--- config.mk ---
export PLATFORM = sky130hd
export DESIGN_NAME = restricted_json_object_parser_unit
export DESIGN_NICKNAME = d
export VERILOG_FILES = /design/src/rtl/rjop_pkg.sv /design/src/rtl/rjop_parse_core.sv /design/src/rtl/rjop_out_queue.sv /design/src/rtl/restricted_json_object_parser_unit.sv
export SDC_FILE = /design/constraint.sdc
export NUM_CORES = 1
export LEC_CHECK = 0
export BUFFER_PORTS_ARGS = -buffer_cell sky130_fd_sc_hd__buf_2
export CAP_MARGIN = 20
export CELL_PAD_IN_SITES_DETAIL_PLACEMENT = 0
export CELL_PAD_IN_SITES_GLOBAL_PLACEMENT = 1
export CORE_MARGIN = 2
export CORE_UTILIZATION = 51
export CTS_CLUSTER_SIZE = 16
export DETAILED_ROUTE_END_ITERATION = 10
export PLACE_DENSITY_LB_ADDON = 0.1
export SLEW_MARGIN = 25
export SYNTH_ARGS = -nofsm -noshare
export SYNTH_HDL_FRONTEND = slang
export SYNTH_HIERARCHICAL = 1
export SYNTH_SLANG_ARGS = --single-unit
--- constraint.sdc ---
create_clock -name clock -period 12.9 [get_ports clock]
set_input_delay 1.29 -clock clock [delete_from_list [all_inputs] [get_ports clock]]
set_output_delay 1.29 -clock clock [all_outputs]
set_load 0.02 [all_outputs]
--- src/rtl/rjop_pkg.sv ---
`timescale 1ns / 1ps
// ----------------------------------------------------------------------------
// rjop_pkg
// Shared types, event codes and character helpers of the restricted JSON
// object parser.
// ----------------------------------------------------------------------------
package rjop_pkg;

   typedef enum logic [4:0] {
      PH_OPEN        = 5'd0,
      PH_KEY_OR_END  = 5'd1,
      PH_KEY_START   = 5'd2,
      PH_KEY         = 5'd3,
      PH_KEY_ESC     = 5'd4,
      PH_COLON       = 5'd5,
      PH_VALUE       = 5'd6,
      PH_STR         = 5'd7,
      PH_STR_ESC     = 5'd8,
      PH_ARR_FIRST   = 5'd9,
      PH_ARR_ITEM    = 5'd10,
      PH_ITEM        = 5'd11,
      PH_ITEM_ESC    = 5'd12,
      PH_ARR_NEXT    = 5'd13,
      PH_LIT         = 5'd14,
      PH_NUM_SIGN    = 5'd15,
      PH_NUM         = 5'd16,
      PH_AFTER_VALUE = 5'd17,
      PH_DONE        = 5'd18
   } phase_type;

   typedef logic [3:0] event_type;

   localparam event_type EV_NONE      = 4'd0;
   localparam event_type EV_KEY_CHAR  = 4'd1;
   localparam event_type EV_KEY_END   = 4'd2;
   localparam event_type EV_STR_CHAR  = 4'd3;
   localparam event_type EV_STR_END   = 4'd4;
   localparam event_type EV_ARR_BEGIN = 4'd5;
   localparam event_type EV_ITEM_CHAR = 4'd6;
   localparam event_type EV_ITEM_END  = 4'd7;
   localparam event_type EV_ARR_END   = 4'd8;
   localparam event_type EV_NULL      = 4'd9;
   localparam event_type EV_BOOL      = 4'd10;
   localparam event_type EV_NUMBER    = 4'd11;
   localparam event_type EV_ACCEPT    = 4'd12;
   localparam event_type EV_ERROR     = 4'd13;

   localparam logic [1:0] LIT_NULL  = 2'd0;
   localparam logic [1:0] LIT_TRUE  = 2'd1;
   localparam logic [1:0] LIT_FALSE = 2'd2;

   localparam int QUEUE_DEPTH = 4;

   typedef struct packed {
      event_type         event_res;
      logic signed [63:0] payload;
      logic              run_last;
   } result_type;

   // results of one byte, compacted into the low slots
   typedef struct packed {
      logic [1:0] count;
      result_type slot0;
      result_type slot1;
   } push_type;

   typedef struct packed {
      logic [2:0] fill;
   } queue_status_type;

   function automatic logic is_ws(input logic [7:0] b);
      return (b == 8'h20) || (b == 8'h0A) || (b == 8'h0D) || (b == 8'h09);
   endfunction

   function automatic logic is_digit(input logic [7:0] b);
      return (b >= 8'h30) && (b <= 8'h39);
   endfunction

   function automatic logic [2:0] lit_len(input logic [1:0] kind);
      return (kind == LIT_FALSE) ? 3'd5 : 3'd4;
   endfunction

   function automatic logic [7:0] lit_char(input logic [1:0] kind, input logic [2:0] pos);
      logic [7:0] c;
      c = 8'h00;
      unique case (kind)
         LIT_NULL: begin
            unique case (pos)
               3'd0: c = "n";
               3'd1: c = "u";
               3'd2: c = "l";
               3'd3: c = "l";
               default: c = 8'h00;
            endcase
         end
         LIT_TRUE: begin
            unique case (pos)
               3'd0: c = "t";
               3'd1: c = "r";
               3'd2: c = "u";
               3'd3: c = "e";
               default: c = 8'h00;
            endcase
         end
         LIT_FALSE: begin
            unique case (pos)
               3'd0: c = "f";
               3'd1: c = "a";
               3'd2: c = "l";
               3'd3: c = "s";
               3'd4: c = "e";
               default: c = 8'h00;
            endcase
         end
         default: c = 8'h00;
      endcase
      return c;
   endfunction

endpackage

--- src/rtl/rjop_parse_core.sv ---
`timescale 1ns / 1ps
// ----------------------------------------------------------------------------
// rjop_parse_core
// Input beat register and the parser state; one byte is decoded per cycle,
// while the result queue has room, into at most two results.
// ----------------------------------------------------------------------------
module rjop_parse_core (
   input  logic              clock,
   input  logic              reset,
   input  logic              req_tvalid,
   output logic              req_tready,
   input  logic [7:0]        req_tdata,   // [7:0] byte_req
   input  logic              req_tlast,   // end_of_doc
   input  logic              space_ok,
   output rjop_pkg::push_type push
);
   import rjop_pkg::*;

   logic             in_valid_ff;
   logic [7:0]       in_byte_ff;
   logic             in_last_ff;
   logic             fire;

   phase_type        phase_ff, phase_in;
   logic [1:0]       kind_ff, kind_in;
   logic [2:0]       pos_ff, pos_in;
   logic             neg_ff, neg_in;
   logic [63:0]      accum_ff, accum_in;
   logic             err_ff, err_in;

   logic [7:0]       b;
   logic             a_valid;
   event_type        a_event;
   logic [63:0]      a_payload;
   event_type        end_event;
   logic [3:0]       digit;
   logic [67:0]      product;
   logic [67:0]      limit;
   logic [2:0]       pos_next;
   event_type        char_ev;
   event_type        end_ev;
   phase_type        esc_ph;
   phase_type        body_ph;
   phase_type        next_ph;
   logic [7:0]       esc_char;
   logic             esc_ok;

   assign fire       = in_valid_ff && space_ok;
   assign req_tready = !in_valid_ff || fire;
   assign b          = in_byte_ff;

   always_ff @(posedge clock) begin
      if (reset) begin
         in_valid_ff <= 1'b0;
      end else if (req_tvalid && req_tready) begin
         in_valid_ff <= 1'b1;
      end else if (fire) begin
         in_valid_ff <= 1'b0;
      end
      if (req_tvalid && req_tready) begin
         in_byte_ff <= req_tdata;
         in_last_ff <= req_tlast;
      end
   end

   always_ff @(posedge clock) begin
      if (reset) begin
         phase_ff <= PH_OPEN;
         kind_ff  <= 2'd0;
         pos_ff   <= 3'd0;
         neg_ff   <= 1'b0;
         accum_ff <= 64'd0;
         err_ff   <= 1'b0;
      end else if (fire) begin
         phase_ff <= phase_in;
         kind_ff  <= kind_in;
         pos_ff   <= pos_in;
         neg_ff   <= neg_in;
         accum_ff <= accum_in;
         err_ff   <= err_in;
      end
   end

   // accum * 10 + digit, checked against the signed range
   assign digit   = b[3:0] - 4'd0;
   assign product = {1'b0, accum_ff, 3'b000} + {3'b000, accum_ff, 1'b0} + {64'd0, digit};
   assign limit   = neg_ff ? {4'd0, 1'b1, 63'd0}
                           : {5'd0, {63{1'b1}}};
   assign pos_next = pos_ff + 3'd1;

   // per-string-kind selections
   always_comb begin
      char_ev = EV_KEY_CHAR;
      end_ev  = EV_KEY_END;
      esc_ph  = PH_KEY_ESC;
      body_ph = PH_KEY;
      next_ph = PH_COLON;
      if (phase_ff == PH_STR || phase_ff == PH_STR_ESC) begin
         char_ev = EV_STR_CHAR;
         end_ev  = EV_STR_END;
         esc_ph  = PH_STR_ESC;
         body_ph = PH_STR;
         next_ph = PH_AFTER_VALUE;
      end else if (phase_ff == PH_ITEM || phase_ff == PH_ITEM_ESC) begin
         char_ev = EV_ITEM_CHAR;
         end_ev  = EV_ITEM_END;
         esc_ph  = PH_ITEM_ESC;
         body_ph = PH_ITEM;
         next_ph = PH_ARR_NEXT;
      end
      esc_ok   = 1'b1;
      esc_char = b;
      unique case (b)
         8'h5C:   esc_char = 8'h5C;
         8'h22:   esc_char = 8'h22;
         8'h6E:   esc_char = 8'h0A;
         8'h72:   esc_char = 8'h0D;
         8'h74:   esc_char = 8'h09;
         default: esc_ok   = 1'b0;
      endcase
   end

   always_comb begin
      phase_in  = phase_ff;
      kind_in   = kind_ff;
      pos_in    = pos_ff;
      neg_in    = neg_ff;
      accum_in  = accum_ff;
      err_in    = err_ff;
      a_valid   = 1'b0;
      a_event   = EV_NONE;
      a_payload = 64'd0;
      if (!err_ff) begin
         unique case (phase_ff)
            PH_OPEN: begin
               if (b == "{") phase_in = PH_KEY_OR_END;
               else if (!is_ws(b)) err_in = 1'b1;
            end
            PH_KEY_OR_END: begin
               if (b == "}") phase_in = PH_DONE;
               else if (b == 8'h22) phase_in = PH_KEY;
               else if (!is_ws(b)) err_in = 1'b1;
            end
            PH_KEY_START: begin
               if (b == 8'h22) phase_in = PH_KEY;
               else if (!is_ws(b)) err_in = 1'b1;
            end
            PH_KEY, PH_STR, PH_ITEM: begin
               if (b == 8'h22) begin
                  a_valid  = 1'b1;
                  a_event  = end_ev;
                  phase_in = next_ph;
               end else if (b == 8'h5C) begin
                  phase_in = esc_ph;
               end else begin
                  a_valid   = 1'b1;
                  a_event   = char_ev;
                  a_payload = {56'd0, b};
               end
            end
            PH_KEY_ESC, PH_STR_ESC, PH_ITEM_ESC: begin
               if (esc_ok) begin
                  a_valid   = 1'b1;
                  a_event   = char_ev;
                  a_payload = {56'd0, esc_char};
                  phase_in  = body_ph;
               end else begin
                  err_in = 1'b1;
               end
            end
            PH_COLON: begin
               if (b == ":") phase_in = PH_VALUE;
               else if (!is_ws(b)) err_in = 1'b1;
            end
            PH_VALUE: begin
               if (is_ws(b)) begin
                  phase_in = PH_VALUE;
               end else if (b == 8'h22) begin
                  phase_in = PH_STR;
               end else if (b == "[") begin
                  a_valid  = 1'b1;
                  a_event  = EV_ARR_BEGIN;
                  phase_in = PH_ARR_FIRST;
               end else if (b == "n" || b == "t" || b == "f") begin
                  kind_in  = (b == "n") ? LIT_NULL : (b == "t") ? LIT_TRUE : LIT_FALSE;
                  pos_in   = 3'd1;
                  phase_in = PH_LIT;
               end else if (b == "-") begin
                  neg_in   = 1'b1;
                  accum_in = 64'd0;
                  phase_in = PH_NUM_SIGN;
               end else if (is_digit(b)) begin
                  neg_in   = 1'b0;
                  accum_in = {60'd0, digit};
                  phase_in = PH_NUM;
               end else begin
                  err_in = 1'b1;
               end
            end
            PH_ARR_FIRST, PH_ARR_NEXT: begin
               if (b == "]") begin
                  a_valid  = 1'b1;
                  a_event  = EV_ARR_END;
                  phase_in = PH_AFTER_VALUE;
               end else if (phase_ff == PH_ARR_FIRST && b == 8'h22) begin
                  phase_in = PH_ITEM;
               end else if (phase_ff == PH_ARR_NEXT && b == ",") begin
                  phase_in = PH_ARR_ITEM;
               end else if (!is_ws(b)) begin
                  err_in = 1'b1;
               end
            end
            PH_ARR_ITEM: begin
               if (b == 8'h22) phase_in = PH_ITEM;
               else if (!is_ws(b)) err_in = 1'b1;
            end
            PH_LIT: begin
               if (kind_ff > LIT_FALSE || pos_ff >= lit_len(kind_ff)
                   || b != lit_char(kind_ff, pos_ff)) begin
                  err_in = 1'b1;
               end else begin
                  pos_in = pos_next;
                  if (pos_next == lit_len(kind_ff)) begin
                     a_valid   = 1'b1;
                     a_event   = (kind_ff == LIT_NULL) ? EV_NULL : EV_BOOL;
                     a_payload = {63'd0, kind_ff == LIT_TRUE};
                     phase_in  = PH_AFTER_VALUE;
                  end
               end
            end
            PH_NUM_SIGN: begin
               if (is_digit(b)) begin
                  accum_in = {60'd0, digit};
                  phase_in = PH_NUM;
               end else begin
                  err_in = 1'b1;
               end
            end
            PH_NUM: begin
               if (is_digit(b)) begin
                  if (product > limit) err_in = 1'b1;
                  else accum_in = product[63:0];
               end else begin
                  // emit the number, then treat this byte as after a value
                  a_valid   = 1'b1;
                  a_event   = EV_NUMBER;
                  a_payload = neg_ff ? (64'd0 - accum_ff) : accum_ff;
                  phase_in  = PH_AFTER_VALUE;
                  if (b == "}") phase_in = PH_DONE;
                  else if (b == ",") phase_in = PH_KEY_START;
                  else if (!is_ws(b)) err_in = 1'b1;
               end
            end
            PH_AFTER_VALUE: begin
               if (b == "}") phase_in = PH_DONE;
               else if (b == ",") phase_in = PH_KEY_START;
               else if (!is_ws(b)) err_in = 1'b1;
            end
            PH_DONE: begin
               if (!is_ws(b)) err_in = 1'b1;
            end
            default: err_in = 1'b1;
         endcase
      end

      end_event = (!err_in && phase_in == PH_DONE) ? EV_ACCEPT : EV_ERROR;
      if (in_last_ff) begin
         phase_in = PH_OPEN;
         kind_in  = 2'd0;
         pos_in   = 3'd0;
         neg_in   = 1'b0;
         accum_in = 64'd0;
         err_in   = 1'b0;
      end
   end

   always_comb begin
      push.slot0 = '0;
      push.slot1 = '0;
      if (a_valid) begin
         push.slot0.event_res = a_event;
         push.slot0.payload   = a_payload;
         push.slot0.run_last  = !in_last_ff;
         push.slot1.event_res = end_event;
         push.slot1.run_last  = 1'b1;
      end else begin
         push.slot0.event_res = end_event;
         push.slot0.run_last  = 1'b1;
      end
      push.count = fire ? ({1'b0, a_valid} + {1'b0, in_last_ff}) : 2'd0;
   end

endmodule

--- src/rtl/rjop_out_queue.sv ---
`timescale 1ns / 1ps
// ----------------------------------------------------------------------------
// rjop_out_queue
// Result queue: takes up to two results per cycle, hands out one beat per
// cycle on the result channel while the receiver is ready.
// ----------------------------------------------------------------------------
module rjop_out_queue (
   input  logic                      clock,
   input  logic                      reset,
   input  rjop_pkg::push_type        push,
   output rjop_pkg::queue_status_type status,
   output logic                      rsp_tvalid,
   input  logic                      rsp_tready,
   output logic [71:0]               rsp_tdata,  // [3:0] event_res, [67:4] payload
   output logic                      rsp_tlast   // run_last
);
   import rjop_pkg::*;

   result_type entry_ff [QUEUE_DEPTH];
   logic [1:0] head_ff, head_in;
   logic [1:0] tail_ff, tail_in;
   logic [2:0] fill_ff, fill_in;
   logic       pop;
   result_type front;

   assign front      = entry_ff[head_ff];
   assign rsp_tvalid = (fill_ff != 3'd0);
   assign rsp_tdata  = {4'd0, front.payload, front.event_res};
   assign rsp_tlast  = front.run_last;
   assign pop        = rsp_tvalid && rsp_tready;
   assign status.fill = fill_ff;

   assign head_in = head_ff + {1'b0, pop};
   assign tail_in = tail_ff + push.count;
   assign fill_in = fill_ff + {1'b0, push.count} - {2'd0, pop};

   always_ff @(posedge clock) begin
      if (reset) begin
         head_ff <= 2'd0;
         tail_ff <= 2'd0;
         fill_ff <= 3'd0;
      end else begin
         head_ff <= head_in;
         tail_ff <= tail_in;
         fill_ff <= fill_in;
      end
   end

   always_ff @(posedge clock) begin
      if (push.count != 2'd0) begin
         entry_ff[tail_ff] <= push.slot0;
      end
      if (push.count == 2'd2) begin
         entry_ff[tail_ff + 2'd1] <= push.slot1;
      end
   end

endmodule

--- src/rtl/restricted_json_object_parser_unit.sv ---
`timescale 1ns / 1ps
// ----------------------------------------------------------------------------
// restricted_json_object_parser_unit
// Streaming tokenizer and validator of a flat JSON object, one byte a beat.
// ----------------------------------------------------------------------------
//  channel | dir | tdata                        | tlast       | beats
//  req     | in  | [7:0] byte_req               | end_of_doc  | one per byte
//  rsp     | out | [3:0] event_res [67:4] pay.  | run_last    | zero to two per byte
//
//  One byte is accepted per cycle while the result queue has room; its
//  results pass through the input register, then the result queue.
//  A byte giving two results sends both on the result port in order; the
//  four-entry result queue stalls input while it holds more than two results.
//  Reset is synchronous and clears the parser state and the queue.
// ----------------------------------------------------------------------------
module restricted_json_object_parser_unit (
   input  logic        clock,
   input  logic        reset,
   input  logic        req_tvalid,
   output logic        req_tready,
   input  logic [7:0]  req_tdata,   // [7:0] byte_req
   input  logic        req_tlast,   // end_of_doc
   output logic        rsp_tvalid,
   input  logic        rsp_tready,
   output logic [71:0] rsp_tdata,   // [3:0] event_res, [67:4] payload, [71:68] zero
   output logic        rsp_tlast    // run_last
);
   import rjop_pkg::*;

   push_type         push;
   queue_status_type q_status;
   logic             space_ok;

   assign space_ok = (q_status.fill <= 3'd2);

   rjop_parse_core u_core (
      .clock      (clock),
      .reset      (reset),
      .req_tvalid (req_tvalid),
      .req_tready (req_tready),
      .req_tdata  (req_tdata),
      .req_tlast  (req_tlast),
      .space_ok   (space_ok),
      .push       (push)
   );

   rjop_out_queue u_queue (
      .clock      (clock),
      .reset      (reset),
      .push       (push),
      .status     (q_status),
      .rsp_tvalid (rsp_tvalid),
      .rsp_tready (rsp_tready),
      .rsp_tdata  (rsp_tdata),
      .rsp_tlast  (rsp_tlast)
   );

`ifndef SYNTHESIS
   a_no_overflow: assert property (@(posedge clock) disable iff (reset)
      q_status.fill <= 3'd4) else $error("result queue overflow");

   a_push_room: assert property (@(posedge clock) disable iff (reset)
      (push.count != 2'd0) |-> (q_status.fill <= 3'd2))
      else $error("push without room");

   a_pair_order: assert property (@(posedge clock) disable iff (reset)
      (push.count == 2'd2) |-> (!push.slot0.run_last && push.slot1.run_last
         && (push.slot1.event_res == EV_ACCEPT || push.slot1.event_res == EV_ERROR)))
      else $error("bad result pair");
`endif

endmodule

### Word-level counts from Yosys, hierarchy flattened

Memory sizes are Yosys's and may differ from the RTL's. A register that Yosys moved wholly into a read port is not among the register bits.
Cells that the tools add are included.

* add/sub/neg operators: 10
* magnitude comparators: 6
* equal/unequal tests: 58
* mux-type cells: 154
* reduce and logical (&&, ||, !) cells: 41

Operators with widths (count)
* two-way mux 64 bit: 17
* case mux 64 bit (4 select lines): 1
* case mux 64 bit (3 select lines): 1
* two-way mux 5 bit: 29
* equality test 8 x 7 -> 1 bit (second input constant): 9
* adder 67 x 65 -> 68 bit: 1
* adder 68 x 4 -> 68 bit: 1
* > comparator 68 bit: 1
* two-way mux 4 bit: 17
* case mux 5 bit (13 select lines): 1
* subtractor 1 x 64 -> 64 bit (first input constant): 1
* two-way mux 1 bit: 53
* equality test 5 x 4 -> 1 bit (second input constant): 8
* equality test 8 x 6 -> 1 bit (second input constant): 5
* case mux 8 bit (5 select lines): 1
* case mux 7 bit (5 select lines): 1
* two-way mux 8 bit: 4
* two-way mux 3 bit: 10
* case mux 7 bit (4 select lines): 1
* equality test 8 x 4 -> 1 bit (second input constant): 3
* two-way mux 2 bit: 12
* case mux 4 bit (6 select lines): 1
* case mux 8 bit (3 select lines): 1
* case mux 7 bit (3 select lines): 1
* 44 further kinds: 89

* register bits after elaboration: 93
* bits in writable memories: 276
* input port bits: 13
* output and inout port bits: 75
* logic and storage cells: 282
* memories kept: 1

Memory list
* u_queue.entry_ff: words 4, width 69, rd ports 1, clocked after memory_dff 1, write ports 2, RTL line rjop_out_queue.sv:19 `result_type entry_ff [QUEUE_DEPTH];`

### Depth between registers and ports, before layout

* word-level depth: 16
* depth in mapped cells: 27
* mapped depth without buffers: 26

### Cells and area by module

Netlist, hierarchy kept.

By module, submodules not included
* rjop_parse_core: instances 1, cells an instance 1952, area an instance 13907.1 um^2, sequential area each 1811.7 um^2
* rjop_out_queue: instances 1, cells an instance 718, area an instance 13748.2 um^2, sequential area each 8428.1 um^2
* restricted_json_object_parser_unit: instances 1, cells an instance 1, area an instance 8.8 um^2, sequential area each 0.0 um^2

### Least setup slack after synthesis

OpenSTA, ideal clock, no wires.

* path type: register to register
* start point: reg u_core.pos_ff[0]
* end point: mem u_queue/entry_ff[0][0] in the netlist's numbering (enable)
* setup time: 591 ps
* arrival time: 8311 ps
* required time: 12309 ps
* path slack: 3998 ps
* cell stages (with the launch flop): 16
* buffers on the path: 1
* clock period less this slack: 8902 ps
* cell sequence: dfxtp_1 inv_1 ha_1 clkbuf_1 nor3_1 o21ai_0 or4b_1 and3_1 nor4_1 nand3_1 and2_1 a31oi_2 ha_1 and3_1 o21bai_1 o21ai_0

RTL lines
* from (decl): RTL line rjop_parse_core.sv:26 `logic [2:0] pos_ff, pos_in;`
* from (signal assigned): RTL line rjop_parse_core.sv:77 `pos_ff <= pos_in;`
* to (decl): RTL line rjop_out_queue.sv:19

### Final worst setup path

* start point: reg u_core.in_byte_ff[3], in the netlist u_core/b[3]
* end point: reg u_core.accum_ff[27]

* word-level cells in the longest chain between the ends: 11
* elaborated cells between the ends (all ways): 38
* classes of those cells: add/sub (1); order compare (3); eq/ne (16); mux (11); reduce/logical (7)

Ends and longest elaborated chain
* from (decl): RTL line rjop_parse_core.sv:20 `logic [7:0] in_byte_ff;`
* from (signal assigned): RTL line rjop_parse_core.sv:61 `in_byte_ff <= req_tdata;`
* parallel branches: the longest is 11 deep, another holds adder 68 x 4 -> 68 bit
* to (signal assigned): RTL line rjop_parse_core.sv:79 `accum_ff <= accum_in;`
* to (decl): RTL line rjop_parse_core.sv:28 `logic [63:0] accum_ff, accum_in;`

Several ways; the timed one is not identified. The select of a mux whose other input is x is not followed.
A chain may end at the register's enable or synchronous reset.

==> results.sh <==
export IMPL_status="finished, final reports clean"
export IMPL_netlist_instances=2671
export IMPL_syn_avg_cell_area_um2=10.4
export IMPL_p_seq_share_pct=44.2
export IMPL_async_reset_ff_share_pct=0
export IMPL_ys_seq_area_share_pct=37.0
export IMPL_die_area_mm2=0.0561
export IMPL_use_met1_pct=40.4
export IMPL_numCtsBuffers=43
export IMPL_synth_xor_area_share_pct=3.97
export IMPL_synth_simple_area_share_pct=13.6
export IMPL_rsz0062_at_grt="false"
export IMPL_fin_crit_sh_pct=61.6
export IMPL_yosysWarnings=6
export IMPL_synth_area_mm2=0.0277
export IMPL_vias_per_cell=6.20
export IMPL_fillCellCount=4714
export IMPL_ys_flop_type="edfxtp_1"
export IMPL_timing_final_crit_period_ps=7950
export IMPL_critPathArrivalTime_ps=8380
export IMPL_final_max_slew_violation_count=0
export IMPL_synth_edff_count=285
export IMPL_cts_clk_slew_worst_paths_ps=70
export IMPL_fin_setup_tns_ps=0
export IMPL_internal_power_mw=2.23
export IMPL_combPwrFrac_pct=14.8
export IMPL_core_mm2=0.0537
export IMPL_numPortBuffers=83
export IMPL_tightestPinTransition_ps=1070
export IMPL_ys_ff_latch=369
export IMPL_vdd_drop_max_mv=0.0885
export IMPL_die_h_um=237
export IMPL_dpl_worst_slack_ps=4870
export IMPL_p_sw_share_pct=26.9
export IMPL_ys_top_cells_by_area="edfxtp_1 31%, mux2_2 11%, ha_1 9.2%"
export IMPL_grt_pass1_vias=20807
export IMPL_slew_headroom_pct=27.5
export IMPL_grt_overflow_total=0
export IMPL_cp_end_kind="flop"
export IMPL_finalCoreUtilization_pct=55.5
export IMPL_busiest_layer="met2"
export IMPL_r2r_start="u_core/b[3]$_DFFE_PP_"
export IMPL_ant_nets=0
export IMPL_clockRootBuffer="clkbuf_16"
export IMPL_drt_iter0_markers=1814
export IMPL_start_util_pct=51.5
export IMPL_worstReg2RegEnd="u_core/accum_ff[27]$_SDFFE_PP0P_"
export IMPL_p_sw_uw=819
export IMPL_drc=0
export IMPL_htreeDepth=2
export IMPL_antenna_found_initial=0
export IMPL_gr_usage_met3_pct=3.10
export IMPL_wl_um=78300
export IMPL_fin_cells=3412
export IMPL_synth_distinct_cells=104
export IMPL_critPathMaxFanout=33
export IMPL_hp_start="u_core/pos_ff[0]$_SDFFE_PP0P_"
export IMPL_yosys_area_share_adder_pct=9.40
export IMPL_hold_buffers=0
export IMPL_ff2ff_path_depth=22
export IMPL_rows=85
export IMPL_ys_top_cells_by_count="285 x edfxtp_1, 275 x nand2_1, 261 x mux2_2"
export IMPL_place_inst=3333
export IMPL_die_w_um=237
export IMPL_p_leak_nw=11.7
export IMPL_drive_gt1_share_pct=21.0
export IMPL_track_usage_pct=27.8
export IMPL_insertion_delay_ps=590
export IMPL_synthMostInstantiatedCell="edfxtp_1"
export IMPL_fin_ws_ps=4950
export IMPL_hold_ws_ps=527
export IMPL_drv_cap=0
export IMPL_p_per_area_mw_per_mm2=102
export IMPL_path_class="reg -> reg"
export IMPL_cts_setup_buffers=0
export IMPL_met2_usage_pct=44.8
export IMPL_yosysTopAreaCell="edfxtp_1"
export IMPL_clkSinkCount=369
export IMPL_critPathLaunchType="flop"
export IMPL_num_vias=21151
export IMPL_first_pass_iters=5
export IMPL_synth_top_family_by_area="multiplexers"
export IMPL_drt_wirelength_per_cell_um=23.0
export IMPL_hold_viol=0
export IMPL_hold_class="reg -> reg"
export IMPL_regToRegSetupSlack_ps=4950
export IMPL_yosysTopAreaCellShare_pct=30.9
export IMPL_critPathCapture="u_core/accum_ff[27]$_SDFFE_PP0P_"
export IMPL_post_cts_resized=0
export IMPL_grt_pass1_wl_um=122000
export IMPL_layout_nets=2901
export IMPL_cts_tree="yes"
export IMPL_setup_violations=0
export IMPL_finalWeightedCongestion=0.940
export IMPL_dp_hpwl_um=56000
export IMPL_synth_mux_area_share_pct=17.7
export IMPL_fmax_mhz=126
export IMPL_grt_max_degree=75
export IMPL_critPathLaunch="u_core/b[3]$_DFFE_PP_"
export IMPL_area_growth_pct=7.73
export IMPL_pwr_share_clk_pct=41.0
export IMPL_cts_max_path_buffers=3
export IMPL_synth_compound_area_share_pct=13.3
export IMPL_worstPathRequired_ps=13330
export IMPL_finClkSkew_ps=42.4
export IMPL_pin_count=88
## cells by family after synthesis
family | after synthesis
and+or+nand+nor | 769
AOI/OAI and AO/OA | 574
DFF | 369
muxes | 364
buffers and inverters | 265
adders and majority gates | 206
xor gates and xnor gates | 122
other | 2
## critical path, stage by stage (launching register included)
cell       delay [ps]
edfxtp_1          810
fa_1              540
ha_1              310
a211oi_1           90
o211ai_1          190
a21oi_1           140
a2111oi_1         910
nor2_1            260
o31ai_1           560
a21boi_0          240
xnor2_1           210
ha_1              340
nand4_1           100
nor4_1            320
nor4b_1           450
a31oi_1           180
o31ai_1           100
o21a_1            210
o311ai_4          130
a211o_2           370
a21oi_4           640
buf_4             500
o21ai_0           140
## routing by layer
metal	vias up	share of wire, %
li1	10012	-
met1	10464	47
met2	587	46
met3	88	5.2
met4	0	1.6
met5	-	0
## per-stage QoR
| step | area, µm² | power (mW) |
|---|---|---|
| CTS | 29800 | 3.08 |
| floorplan | 27900 | 1.71 |
| global placement | 28400 | 1.82 |
| detailed placement | 28400 | 1.83 |
| finish | 29800 | 3.05 |
| global route | 29800 | 3.16 |
## placed cells by master, fill, tap and decap left out, types with 25 or more instances in the layout
cell type and count:
clkbuf_16 45, nor2_1 186, nand2_1 275, o21ai_0 140, dfxtp_1 81, nor3_1 34, nand3_1 41, conb_1 69
mux2_2 261, nand4_1 38, inv_1 47, a21o_1 36, buf_2 83, mux4_2 69, edfxtp_1 285, xnor2_1 44
buf_4 32, a21oi_1 158, ha_1 203, o31ai_1 29, o21ai_1 25, xor2_1 76
## flip-flops by register name, summed over array words and instances, names as in the netlist, 3 cells and up
| signal | cells |
|---|---|
| u_queue/entry_ff | 276 |
| u_core/accum_ff | 64 |
| u_core/b | 8 |
| u_core/phase_ff | 5 |
| u_core/pos_ff | 3 |
| u_queue/status | 3 |
## how the worst min path moves through the flow
stage	to	slack (ps)	depth (start not counted)
floorplan	u_core/pos_ff[1]$_SDFFE_PP0P_	480	2
global placement	u_core/pos_ff[1]$_SDFFE_PP0P_	510	2
detailed placement	u_core/pos_ff[1]$_SDFFE_PP0P_	520	2
CTS	u_core/pos_ff[0]$_SDFFE_PP0P_	530	2
global route	u_core/pos_ff[0]$_SDFFE_PP0P_	560	2
finish	u_core/pos_ff[0]$_SDFFE_PP0P_	530	2
## area by class of cell
cell class	count	area [µm²]	share of cell area, %
multi-input cells	2104	16400	55.0
flip-flops and latches	369	10300	34.4
clock buffers	57	1190	4.00
well taps	696	871	2.92
repair buffers	116	667	2.24
clock inverters	21	251	0.844
inverters	48	180	0.605
diodes	1	2.50	0.00840
## power groups by stage
stage,logic [mW],registers [mW],clock network [mW]
finish,0.451,1.35,1.25
global route,0.481,1.35,1.32
CTS,0.454,1.35,1.27
detailed placement,0.452,1.37,0
global placement,0.452,1.37,0
floorplan,0.370,1.34,0
Note: power is estimated with default switching activity, not from simulation.
